`src/hdl/caw_pkg.sv`:
```
`timescale 1ns / 1ps
// ----------------------------------------------------------------------------
// caw_pkg: shared types and constants for the CIGAR alignment walker
// Holds the payload structs, command/kind/status codes, CIGAR character
// codes and position helpers.
// ----------------------------------------------------------------------------
package caw_pkg;

  // Width of the reference cursor; reported positions are 32 bits.
  localparam int unsigned POS_BITS = 32;
  localparam int unsigned CNT_BITS = 32;
  localparam logic [CNT_BITS-1:0] CNT_MAX = '1;

  typedef enum logic [1:0] {
    CMD_BEGIN = 2'd0,
    CMD_CHAR  = 2'd1,
    CMD_END   = 2'd2
  } cmd_e;

  typedef enum logic [1:0] {
    KIND_MAPPED   = 2'd0,
    KIND_UNMAPPED = 2'd1,
    KIND_SUMMARY  = 2'd2,
    KIND_ERROR    = 2'd3
  } kind_e;

  typedef enum logic [2:0] {
    ST_OK          = 3'd0,
    ST_NO_COUNT    = 3'd1,
    ST_MATCH_CLIP  = 3'd2,
    ST_INSERT_CLIP = 3'd3,
    ST_DELETE_CLIP = 3'd4,
    ST_SOFT_HARD   = 3'd5,
    ST_UNKNOWN_OP  = 3'd6,
    ST_TRAILING    = 3'd7
  } status_e;

  typedef enum logic [2:0] {
    OPC_DIGIT   = 3'd0,
    OPC_MATCH   = 3'd1,
    OPC_INSERT  = 3'd2,
    OPC_DELETE  = 3'd3,
    OPC_SOFT    = 3'd4,
    OPC_HARD    = 3'd5,
    OPC_PAD     = 3'd6,
    OPC_UNKNOWN = 3'd7
  } opc_e;

  // ASCII CIGAR characters
  localparam logic [7:0] CH_0  = 8'd48;
  localparam logic [7:0] CH_9  = 8'd57;
  localparam logic [7:0] CH_M  = 8'h4D;
  localparam logic [7:0] CH_I  = 8'h49;
  localparam logic [7:0] CH_D  = 8'h44;
  localparam logic [7:0] CH_N  = 8'h4E;
  localparam logic [7:0] CH_S  = 8'h53;
  localparam logic [7:0] CH_H  = 8'h48;
  localparam logic [7:0] CH_P  = 8'h50;
  localparam logic [7:0] CH_EQ = 8'h3D;
  localparam logic [7:0] CH_X  = 8'h58;

  typedef struct packed {
    logic [1:0]  command;
    logic [31:0] start_position;
    logic [7:0]  symbol;
  } caw_in_t;

  typedef struct packed {
    logic [1:0]  kind;
    logic [31:0] read_pos;
    logic [31:0] ref_pos;
    logic [31:0] run_length;
    logic [31:0] clip_front;
    logic [31:0] clip_back;
    logic [2:0]  status;
  } caw_out_t;

  // Zero-extend or truncate a cursor value to the 32-bit result field.
  function automatic logic [31:0] pos_to_out(input logic [POS_BITS-1:0] p);
    logic [63:0] w;
    w = 64'(p);
    return w[31:0];
  endfunction

  // Bring a 32-bit start coordinate into cursor width.
  function automatic logic [POS_BITS-1:0] pos_from_in(input logic [31:0] s);
    logic [63:0] w;
    w = 64'(s);
    return w[POS_BITS-1:0];
  endfunction

endpackage

```
`src/hdl/caw_decode.sv`:
```
`timescale 1ns / 1ps
// ----------------------------------------------------------------------------
// caw_decode: CIGAR character classifier
// Maps one ASCII character to an operation class and a digit value.
// ----------------------------------------------------------------------------
module caw_decode (
  input  logic [7:0]          symbol_i,
  output caw_pkg::opc_e       opc_o,
  output logic [3:0]          digit_o
);
  import caw_pkg::*;

  logic [7:0] offset;

  assign offset  = symbol_i - CH_0;
  assign digit_o = offset[3:0];

  always_comb begin
    if (symbol_i >= CH_0 && symbol_i <= CH_9) begin
      opc_o = OPC_DIGIT;
    end else begin
      case (symbol_i)
        CH_M, CH_EQ, CH_X: opc_o = OPC_MATCH;
        CH_I:              opc_o = OPC_INSERT;
        CH_D, CH_N:        opc_o = OPC_DELETE;
        CH_S:              opc_o = OPC_SOFT;
        CH_H:              opc_o = OPC_HARD;
        CH_P:              opc_o = OPC_PAD;
        default:           opc_o = OPC_UNKNOWN;
      endcase
    end
  end

endmodule

```
`src/hdl/caw_walk.sv`:
```
`timescale 1ns / 1ps
// ----------------------------------------------------------------------------
// caw_walk: CIGAR walk state and per-item step logic
// Holds cursors, clip counts, flags and sticky status; computes the result
// of the item presented on fire_i and updates state on that edge.
// ----------------------------------------------------------------------------
module caw_walk (
  input  logic                clk_i,
  input  logic                rst_ni,
  input  logic                fire_i,
  input  caw_pkg::caw_in_t    item_i,
  input  caw_pkg::opc_e       opc_i,
  input  logic [3:0]          digit_i,
  output logic                res_valid_o,
  output caw_pkg::caw_out_t   res_o
);
  import caw_pkg::*;

  function automatic logic [CNT_BITS-1:0] sat_add(input logic [CNT_BITS-1:0] a,
                                                  input logic [CNT_BITS-1:0] b);
    logic [CNT_BITS:0] s;
    s = {1'b0, a} + {1'b0, b};
    return s[CNT_BITS] ? CNT_MAX : s[CNT_BITS-1:0];
  endfunction

  logic [CNT_BITS-1:0] op_count_q, op_count_d;
  logic [POS_BITS-1:0] ref_cursor_q, ref_cursor_d;
  logic [CNT_BITS-1:0] read_cursor_q, read_cursor_d;
  logic [CNT_BITS-1:0] front_clip_q, front_clip_d;
  logic [CNT_BITS-1:0] back_clip_q, back_clip_d;
  logic                seen_align_q, seen_align_d;
  logic                seen_hard_q, seen_hard_d;
  logic [2:0]          err_q, err_d;

  logic [CNT_BITS+3:0] count_x10;
  logic [CNT_BITS-1:0] count_next;
  logic                after_clip;
  logic [POS_BITS-1:0] ref_adv;
  logic [CNT_BITS-1:0] read_adv;
  logic [2:0]          end_status;
  logic                fail;
  logic [2:0]          fail_code;

  // Decimal shift-add: count * 8 + count * 2 + digit, saturated.
  assign count_x10  = {1'b0, op_count_q, 3'b000} + {3'b000, op_count_q, 1'b0}
                    + (CNT_BITS+4)'(digit_i);
  assign count_next = (count_x10[CNT_BITS+3:CNT_BITS] != 4'd0) ? CNT_MAX
                                                              : count_x10[CNT_BITS-1:0];
  assign after_clip = (back_clip_q != '0) || seen_hard_q;
  assign ref_adv    = ref_cursor_q + POS_BITS'(op_count_q);
  assign read_adv   = sat_add(read_cursor_q, op_count_q);
  assign end_status = (err_q == ST_OK && op_count_q != '0) ? ST_TRAILING : err_q;

  always_comb begin
    op_count_d    = op_count_q;
    ref_cursor_d  = ref_cursor_q;
    read_cursor_d = read_cursor_q;
    front_clip_d  = front_clip_q;
    back_clip_d   = back_clip_q;
    seen_align_d  = seen_align_q;
    seen_hard_d   = seen_hard_q;
    err_d         = err_q;
    res_valid_o   = 1'b0;
    res_o         = '0;
    fail          = 1'b0;
    fail_code     = ST_OK;

    if (fire_i) begin
      case (item_i.command)
        CMD_BEGIN: begin
          op_count_d    = '0;
          ref_cursor_d  = pos_from_in(item_i.start_position);
          read_cursor_d = '0;
          front_clip_d  = '0;
          back_clip_d   = '0;
          seen_align_d  = 1'b0;
          seen_hard_d   = 1'b0;
          err_d         = ST_OK;
        end
        CMD_END: begin
          err_d            = end_status;
          res_valid_o      = 1'b1;
          res_o.kind       = KIND_SUMMARY;
          res_o.read_pos   = read_cursor_q;
          res_o.ref_pos    = pos_to_out(ref_cursor_q);
          res_o.clip_front = front_clip_q;
          res_o.clip_back  = back_clip_q;
          res_o.status     = end_status;
        end
        CMD_CHAR: begin
          if (err_q == ST_OK) begin
            if (opc_i == OPC_DIGIT) begin
              op_count_d = count_next;
            end else if (op_count_q == '0) begin
              fail      = 1'b1;
              fail_code = ST_NO_COUNT;
            end else begin
              op_count_d = '0;
              case (opc_i)
                OPC_MATCH: begin
                  if (after_clip) begin
                    fail      = 1'b1;
                    fail_code = ST_MATCH_CLIP;
                  end else begin
                    seen_align_d     = 1'b1;
                    res_valid_o      = 1'b1;
                    res_o.kind       = KIND_MAPPED;
                    res_o.read_pos   = read_cursor_q;
                    res_o.ref_pos    = pos_to_out(ref_cursor_q);
                    res_o.run_length = op_count_q;
                    ref_cursor_d     = ref_adv;
                    read_cursor_d    = read_adv;
                  end
                end
                OPC_INSERT: begin
                  if (after_clip) begin
                    fail      = 1'b1;
                    fail_code = ST_INSERT_CLIP;
                  end else begin
                    seen_align_d     = 1'b1;
                    res_valid_o      = 1'b1;
                    res_o.kind       = KIND_UNMAPPED;
                    res_o.read_pos   = read_cursor_q;
                    res_o.run_length = op_count_q;
                    read_cursor_d    = read_adv;
                  end
                end
                OPC_DELETE: begin
                  if (after_clip) begin
                    fail      = 1'b1;
                    fail_code = ST_DELETE_CLIP;
                  end else begin
                    seen_align_d = 1'b1;
                    ref_cursor_d = ref_adv;
                  end
                end
                OPC_SOFT: begin
                  if (seen_hard_q) begin
                    fail      = 1'b1;
                    fail_code = ST_SOFT_HARD;
                  end else begin
                    if (seen_align_q) begin
                      back_clip_d = sat_add(back_clip_q, op_count_q);
                    end else begin
                      front_clip_d = sat_add(front_clip_q, op_count_q);
                    end
                    res_valid_o      = 1'b1;
                    res_o.kind       = KIND_UNMAPPED;
                    res_o.read_pos   = read_cursor_q;
                    res_o.run_length = op_count_q;
                    read_cursor_d    = read_adv;
                  end
                end
                OPC_HARD: begin
                  if (seen_align_q || front_clip_q != '0) begin
                    seen_hard_d = 1'b1;
                  end
                end
                OPC_PAD: begin
                end
                default: begin
                  fail      = 1'b1;
                  fail_code = ST_UNKNOWN_OP;
                end
              endcase
            end
          end
        end
        default: begin
        end
      endcase

      // Faults latch the sticky status, drop the count and report.
      if (fail) begin
        err_d        = fail_code;
        op_count_d   = '0;
        res_valid_o  = 1'b1;
        res_o        = '0;
        res_o.kind   = KIND_ERROR;
        res_o.status = fail_code;
      end
    end
  end

  always_ff @(posedge clk_i or negedge rst_ni) begin
    if (!rst_ni) begin
      op_count_q    <= '0;
      ref_cursor_q  <= '0;
      read_cursor_q <= '0;
      front_clip_q  <= '0;
      back_clip_q   <= '0;
      seen_align_q  <= 1'b0;
      seen_hard_q   <= 1'b0;
      err_q         <= ST_OK;
    end else begin
      op_count_q    <= op_count_d;
      ref_cursor_q  <= ref_cursor_d;
      read_cursor_q <= read_cursor_d;
      front_clip_q  <= front_clip_d;
      back_clip_q   <= back_clip_d;
      seen_align_q  <= seen_align_d;
      seen_hard_q   <= seen_hard_d;
      err_q         <= err_d;
    end
  end

endmodule

```
`src/hdl/cigar_alignment_walker_core.sv`:
```
`timescale 1ns / 1ps
// Path: a result is offered on the output once its item has passed through
//   the input register and then the result register; the result register
//   takes it only while free or emptied by an output transfer.
// Throughput: one item per cycle; the input side stalls only while a result
//   waits in the output register and the output side stalls.
// Reset: asynchronous, active low; clears the walk state (start position 0),
//   the sticky status and both valid flags.
// ----------------------------------------------------------------------------
// cigar_alignment_walker_core: CIGAR string walker top level
// Takes begin, character and end items; emits mapped/unmapped runs, error
// results and an end-of-read summary with clip counts and status.
// ----------------------------------------------------------------------------
module cigar_alignment_walker_core (
  input  logic                clk_i,
  input  logic                rst_ni,
  input  logic                in_valid_i,
  output logic                in_stall_o,
  input  caw_pkg::caw_in_t    in_data_i,
  output logic                out_valid_o,
  input  logic                out_stall_i,
  output caw_pkg::caw_out_t   out_data_o
);
  import caw_pkg::*;

  // Input register
  logic     in_valid_q;
  caw_in_t  in_q;

  // Result register
  logic     out_valid_q;
  caw_out_t out_q;

  logic     advance;
  logic     in_xfer;
  logic     out_xfer;
  opc_e     opc;
  logic [3:0] digit;
  logic     res_valid;
  caw_out_t res;

  // The held item steps through the walk when the result register is free
  // or is emptied by a transfer this cycle. Items with no result advance too.
  assign advance  = in_valid_q && (!out_valid_q || !out_stall_i);
  assign out_xfer = out_valid_q && !out_stall_i;

  // Stall the input only while the held item cannot advance.
  assign in_stall_o = in_valid_q && !advance;
  assign in_xfer    = in_valid_i && !in_stall_o;

  assign out_valid_o = out_valid_q;
  assign out_data_o  = out_q;

  caw_decode u_decode (
    .symbol_i (in_q.symbol),
    .opc_o    (opc),
    .digit_o  (digit)
  );

  caw_walk u_walk (
    .clk_i       (clk_i),
    .rst_ni      (rst_ni),
    .fire_i      (advance),
    .item_i      (in_q),
    .opc_i       (opc),
    .digit_i     (digit),
    .res_valid_o (res_valid),
    .res_o       (res)
  );

  // Input register: load on every input transfer, drop once advanced.
  always_ff @(posedge clk_i or negedge rst_ni) begin
    if (!rst_ni) begin
      in_valid_q <= 1'b0;
    end else if (in_xfer) begin
      in_valid_q <= 1'b1;
    end else if (advance) begin
      in_valid_q <= 1'b0;
    end
  end

  always_ff @(posedge clk_i) begin
    if (in_xfer) begin
      in_q <= in_data_i;
    end
  end

  // Result register: capture a result when the item advances; otherwise
  // clear the valid flag after an output transfer, and hold while stalled.
  always_ff @(posedge clk_i or negedge rst_ni) begin
    if (!rst_ni) begin
      out_valid_q <= 1'b0;
    end else if (advance) begin
      out_valid_q <= res_valid;
    end else if (out_xfer) begin
      out_valid_q <= 1'b0;
    end
  end

  always_ff @(posedge clk_i) begin
    if (advance && res_valid) begin
      out_q <= res;
    end
  end

endmodule

```
`config.mk`:
```
export PLATFORM = sky130hd
export DESIGN_NAME = cigar_alignment_walker_core
export DESIGN_NICKNAME = d
export VERILOG_FILES = /design/src/hdl/caw_pkg.sv /design/src/hdl/caw_decode.sv /design/src/hdl/caw_walk.sv /design/src/hdl/cigar_alignment_walker_core.sv
export SDC_FILE = /design/constraint.sdc
export NUM_CORES = 1
export LEC_CHECK = 0
export BUFFER_PORTS_ARGS = -buffer_cell sky130_fd_sc_hd__buf_2
export CORE_ASPECT_RATIO = 1.4
export CORE_UTILIZATION = 54
export CTS_BUF_LIST = sky130_fd_sc_hd__clkbuf_4
export DETAILED_ROUTE_END_ITERATION = 12
export PLACE_DENSITY = 0.76
export REMOVE_ABC_BUFFERS = 1
export SLEW_MARGIN = 10
export SYNTH_ARGS = -nofsm -noshare
export SYNTH_HDL_FRONTEND = slang
export SYNTH_SLANG_ARGS = --single-unit
```
`constraint.sdc`:
```
create_clock -name clk_i -period 10.7 [get_ports clk_i]
set_input_delay 0.535 -clock clk_i [delete_from_list [all_inputs] [get_ports clk_i]]
set_output_delay 0.535 -clock clk_i [all_outputs]
set_load 0.005 [all_outputs]
```
---- After elaboration in Yosys (flattened, before gate mapping) ----
Cells that the tools add are included.
cells by class
  add/sub/neg operators ................... 7
  magnitude comparators ................... 2
  eq/ne operators ......................... 34
  multiplexer cells ....................... 98
  bitwise operators ....................... 4
  reductions and logical operators ........ 44
operators with widths
  cell                number
  $mux 32             34
  $pmux 32 s2         6
  $mux 98             3
  $mux 165            1
  $pmux 66 s2         1
  $pmux 34 s3         1
  $add 32x32->33      3
  $mux 96             1
  $pmux 32 s3         1
  $reduce_bool 32->1  3
  $mux 67             1
  $mux 33             2
  $eq 8x7->1 const B  8
  $add 35x33->36      1
  $add 36x4->36       1
  $add 32x32->32      1
  $logic_not 32->1    1
  $mux 1              28
  $mux 3              9
  $reduce_and 8->1    3
  $reduce_and 7->1    3
  $ne 2x2->1 const B  9
  $pmux 3 s6          1
  $pmux 3 s5          1
  31 further kinds    66
storage, ports and cells
  register bits ........................... 374
  input port bits ......................... 46
  output and inout bits ................... 167
  word-level logic and storage cells ...... 209

---- Longest topological paths before layout ----
  depth after elaboration ................. 15
  gate-level depth with buffers ........... 15
  depth with buffers taken out ............ 14

---- Hierarchy ----
From an unflattened synthesis, not the netlist that was laid out.
unflattened totals
  cells, all modules ...................... 2344
  area total of the unflattened synthesis .. 23437.5 µm²
by module, submodules not included
  module                       instances  cells each  area an instance (µm²)  sequential area each (µm²)
  caw_walk                     1          2085        16822.4                 4129.0
  cigar_alignment_walker_core  1          218         6314.8                  6266.0
  caw_decode                   1          41          300.3                   0.0

---- Worst setup path after synthesis ----
OpenSTA, ideal clock, no wires.
  path kind ............................... register to register
  from .................................... register in_q[41] in the netlist's numbering
  to ...................................... register out_q, in the netlist out_data_o[0], enable pin
  library setup time ...................... 0.746 ns
  arrival time ............................ 9.686 ns
  required time ........................... 9.954 ns
  setup slack ............................. 0.267 ns
  stages on the path, launching flop included .. 8
  path buffers ............................ 0
  cells stage by stage .................... edfxtp_1 -> inv_1 -> ha_1 -> inv_1 -> nor4_1 -> o21a_1 -> o21ai_0 -> a21oi_1
on the way
  longest elaborated chain between the ends .. 6
  elaborated cells between the ends (all ways) .. 8
  classes of those cells .................. eq/ne (2); mux (5); reduce/logical (1)
RTL lines
  item                      RTL line                            source
  start: declaration        cigar_alignment_walker_core.sv:28   caw_in_t in_q;
  start signal: assignment  cigar_alignment_walker_core.sv:84   in_q <= in_data_i;
  $eq 2x1->1                caw_walk.sv:69                      case (item_i.command)
  $mux 1                    caw_walk.sv:69
  $mux 1                    caw_walk.sv:68                      if (fire_i) begin
  $mux 1 (*)                caw_walk.sv:174                     if (fail) begin
  $mux 1 (*)                caw_walk.sv:68
  $logic_and 1x1->1 (*)     cigar_alignment_walker_core.sv:101  if (advance && res_valid) begin
  end signal: assignment    cigar_alignment_walker_core.sv:102  out_q <= res;
  end: declaration          cigar_alignment_walker_core.sv:32   caw_out_t out_q;
Every way passes the cells marked *; elsewhere a longest branch is shown, timed or not. The select of a mux whose other input is x is not followed.
A chain may end at the register's enable or synchronous reset.

---- Final worst setup path ----
  from .................................... register u_walk.op_count_q[24]
  to ...................................... register out_q, in the netlist out_data_o[52], enable pin
on the way
  longest elaborated chain between the ends .. 9
  elaborated cells between the ends (all ways) .. 13
  classes of those cells .................. mux (11); reduce/logical (2)
RTL lines
  item                      RTL line                            source
  start: declaration        caw_walk.sv:26                      logic [CNT_BITS-1:0] op_count_q, op_count_d;
  start signal: assignment  caw_walk.sv:196                     op_count_q <= op_count_d;
  $logic_not 32->1 (*)      caw_walk.sv:94                      end else if (op_count_q == '0) begin
  $mux 1                    caw_walk.sv:94
  $mux 1                    caw_walk.sv:92                      if (opc_i == OPC_DIGIT) begin
  $mux 1                    caw_walk.sv:91                      if (err_q == ST_OK) begin
  $mux 1                    caw_walk.sv:69
  $mux 1                    caw_walk.sv:68
  $mux 1 (*)                caw_walk.sv:174
  $mux 1 (*)                caw_walk.sv:68
  $logic_and 1x1->1 (*)     cigar_alignment_walker_core.sv:101
Marked as above.

==> results.yml <==
die:
  die_h_um: 245.5
  die_w_um: 175.9
  ios: 213
  rows: 88
  core_um2: 41510
  start_util: 0.5508
  die_area_um2: 43180
logic_synthesis:
  seq_area_frac_synth: 0.4547
  ys.warnings.count: 0
  synth_area_per_cell_um2: 9.799
  synth_top_area_share: 0.2719
  yosys.area.top_type: "edfxtp_1"
  synthSimpleGateAreaFrac: 0.1778
  synthAdderAreaFrac: 0.1109
  syn_area_um2: 22860
  ys_top_cells_by_area: "edfxtp_1 (27%), dfrtp_1 (18%), ha_1 (11%)"
  async_flop_share: 0.4465
  synth_top_family_by_area: "compound AO/OA/AOI/OAI gates"
  ys_seq_elements: 374
  synth_compound_area_frac: 0.1779
  synth_xor_area_frac: 0.04482
  synthMuxAreaShare: 0.007936
  synth.distinct_cells: 86
  synth_edf_count: 207
  synthFlopType: "edfxtp_1"
  syn_inst: 2333
clock_network:
  cts-root-buf: "clkbuf_4"
  h-tree-depth: 3
  cts_inserted_buffers: 87
  clock-sinks: 374
  postCtsSetupRepairBufs: 0
  clock_latency_ns: 0.80
  clk_pin_slew_ns: 0.07
  cts-resized-gates: 0
  clockBufferDepth: 3
  cts_tree: "built"
critical_path:
  slowest_delay_ns: 1.02
  worstPathCellList: "nor4_1 > nand4_1 > nor2_1 > nor4_1 > o21a_1 > o21ai_0 > a21oi_4 > buf_16 > buf_4"
  worstSetupPathType: "reg2reg"
  crit_slowest_cell: "o21a_1"
  cp_max_fo: 64
  critPathRequiredTime_ns: 11.08
  worst-endpoint-arrival_ns: 5.65
  cpMostUsedCell: "nor4_1"
  crit_family: "compound AO/OA/AOI/OAI gates"
  crit_buf_inv: 2
  start_kind: "flip-flop"
  endpoint_kind: "flip-flop"
sta:
  slew_headroom: 0.1694
  hold_viol_final: 0
  post-route-period-util: 0.4928
  final-setup-viol-count: 0
  max_freq_ghz: 0.1896
  slew_viol_final: 0
  worstMarginPinSlew_ns: 1.243
  min_period_ns: 5.273
  skew_ns: 0.05812
  worst_slack_ns: 5.427
  rsz0062_at_grt: "no"
detailed_routing:
  antenna_left: 0
  avgRoutedWirePerCell_um: 19.97
  first_iter_violations: 1552
  vias: 19360
  firstDrtPassIters: 6
  drc_errors: 0
  wl_mm: 64.40
  vias_per_cell: 6.002
cells_and_area:
  final_nets: 2853
  layout-drive-gt1-share: 0.1573
  seq_area_um2: 10400
  final_cell_area_um2: 26030
  multi_input_area_um2: 11910
  nFillCells: 3402
  final_core_util: 0.6270
  area_growth_pct: 13.85
pwr:
  p_leak_nw: 12.86
  ir_worst_vdd_v: 0.0001387
  p_per_area_nw_per_um2: 135.5
run:
  max_cap_viol_count: 0
global_routing:
  track_usage: 0.3004
  antenna_found_initial: 2
  grt_pass1_vias: 18930
  grt_max_degree: 110
  grt.overflow.total: 0
  grt_pass1_wl_mm: 101.1
placed_design:
  place_hpwl_mm: 45.83
  pre_cts_slack_ns: 5.078
  dpl_cell_area_um2: 24380
  place_congestion: 0.9974
  io_buffers: 212
worst_hold_path:
  min_path_type: "in2reg"
run_status:
  status: "completed"
[cells by family (layout without fill, tap and decap cells)]
| group | count (synthesis) | after routing |
|---|---|---|
| and+or+nand+nor | 840 | 840 |
| AOI/OAI and AO/OA | 642 | 642 |
| DFF | 374 | 374 |
| adders and majority gates | 199 | 199 |
| buffers and inverters | 143 | 492 |
| xor gates and xnor gates | 117 | 117 |
| muxes | 18 | 18 |
| other | 0 | 3 |
[routing by layer]
metal	global-route usage	vias to the layer above	routed length (um)
met5	0	-	0
met1	0.3820	9220	26430
li1	-	9145	-
met2	0.4936	800	30620
met4	0.1501	0	3013
met3	0.05056	191	4338
[power by group]
| group | internal (W) | leakage, nW | switching [W] |
|---|---|---|---|
| clock network | 0.000605 | 0.705 | 0.000565 |
| registers | 0.00168 | 4.22 | 0.000106 |
| logic | 0.000209 | 7.93 | 0.000358 |
[synthesized netlist by cell type (4+ instances only)]
library cell	count
a211o_1	6
a211oi_1	10
a21boi_0	10
a21o_1	93
a21oi_1	150
a22o_1	4
a31o_2	4
a31oi_1	27
and2_1	76
and3_1	110
and4_1	6
buf_2	4
buf_4	6
clkbuf_1	68
clkbuf_2	6
dfrtp_1	167
edfxtp_1	207
fa_1	6
ha_1	193
inv_1	53
mux2i_1	17
nand2_1	277
nand2b_1	15
nand3_1	43
nand4_1	21
nor2_1	182
nor2b_1	20
nor3_1	29
nor4_1	27
o2111ai_1	4
o211ai_1	17
o21a_1	29
o21ai_0	192
o21ai_1	19
o21bai_1	12
o22ai_1	4
or2_2	9
or3_1	9
xnor2_1	70
xor2_1	47
[flip-flops by register name, summed over array words and instances, names as in the netlist]
signal	cells
in_valid_q	1
u_walk.back_clip_q	32
u_walk.read_cursor_q	32
u_walk.front_clip_q	32
in_q	42
out_valid_o	1
u_walk.seen_align_q	1
u_walk.ref_cursor_q	32
out_data_o	165
u_walk.seen_hard_q	1
u_walk.op_count_q	32
u_walk.err_q	3
[what timing repair did]
item / CTS / global route
endpoints found under the hold margin: 152 / 0
hold buffers: 45 / 0
endpoints found under the setup margin: 0 / 0
[final timing paths]
| path | cells past startpoint | startpoint | slack [ns] | end |
|---|---|---|---|---|
| worst max-delay path | 9 | u_walk.op_count_q[24] | 5.43 | out_data_o[52] |
| worst min-delay path | 2 | in_data_i[2] | 0.46 | in_q[2] |
| worst max register to register | 9 | u_walk.op_count_q[24] | 5.43 | out_data_o[52] |
| worst min register to register | 2 | u_walk.read_cursor_q[14] | 0.51 | u_walk.read_cursor_q[14] |
| max in group asynchronous | 3 | rst_ni | 8.78 | u_walk.front_clip_q[22] |
| min in group asynchronous | 2 | rst_ni | 0.51 | in_valid_q |
[cell usage in the layout, fill, tap and decap left out, types with 20 or more instances in the layout]
master / instances
and3_1: 110
buf_2: 211
nor4_1: 27
a31oi_1: 26
edfxtp_1: 207
clkbuf_4: 136
nand3_1: 43
nand2_1: 277
a21o_1: 93
inv_1: 53
ha_1: 192
nor2b_1: 20
and2_1: 74
nor2_1: 180
o21a_1: 29
dlygate4sd3_1: 45
nand4_1: 21
xnor2_1: 70
o21ai_0: 192
nor3_1: 29
dfrtp_1: 167
a21oi_1: 149
xor2_1: 47
[cell type report]
cell class              count  area share
multi-input cells        1816      0.4577
flip-flops and latches    374      0.3994
repair buffers            276     0.06456
clock buffers             136     0.03923
well taps                 540     0.02596
inverters                  53    0.007643
clock inverters            27    0.005240
diodes                      3   0.0002884
[per-stage QoR]
step                setup TNS [ns]  power, W  hold slack (ns)  instances
floorplan                  -258.57  0.002140           0.2394       2243
global placement                 0  0.002345           0.4888       3013
detailed placement               0  0.002360           0.4999       3013
CTS                              0  0.003545           0.3996       3221
finish                           0  0.003526           0.4619       3225
global route                     0  0.003699           0.4222       3224
No activity file was read; power rests on OpenSTA's default activity.
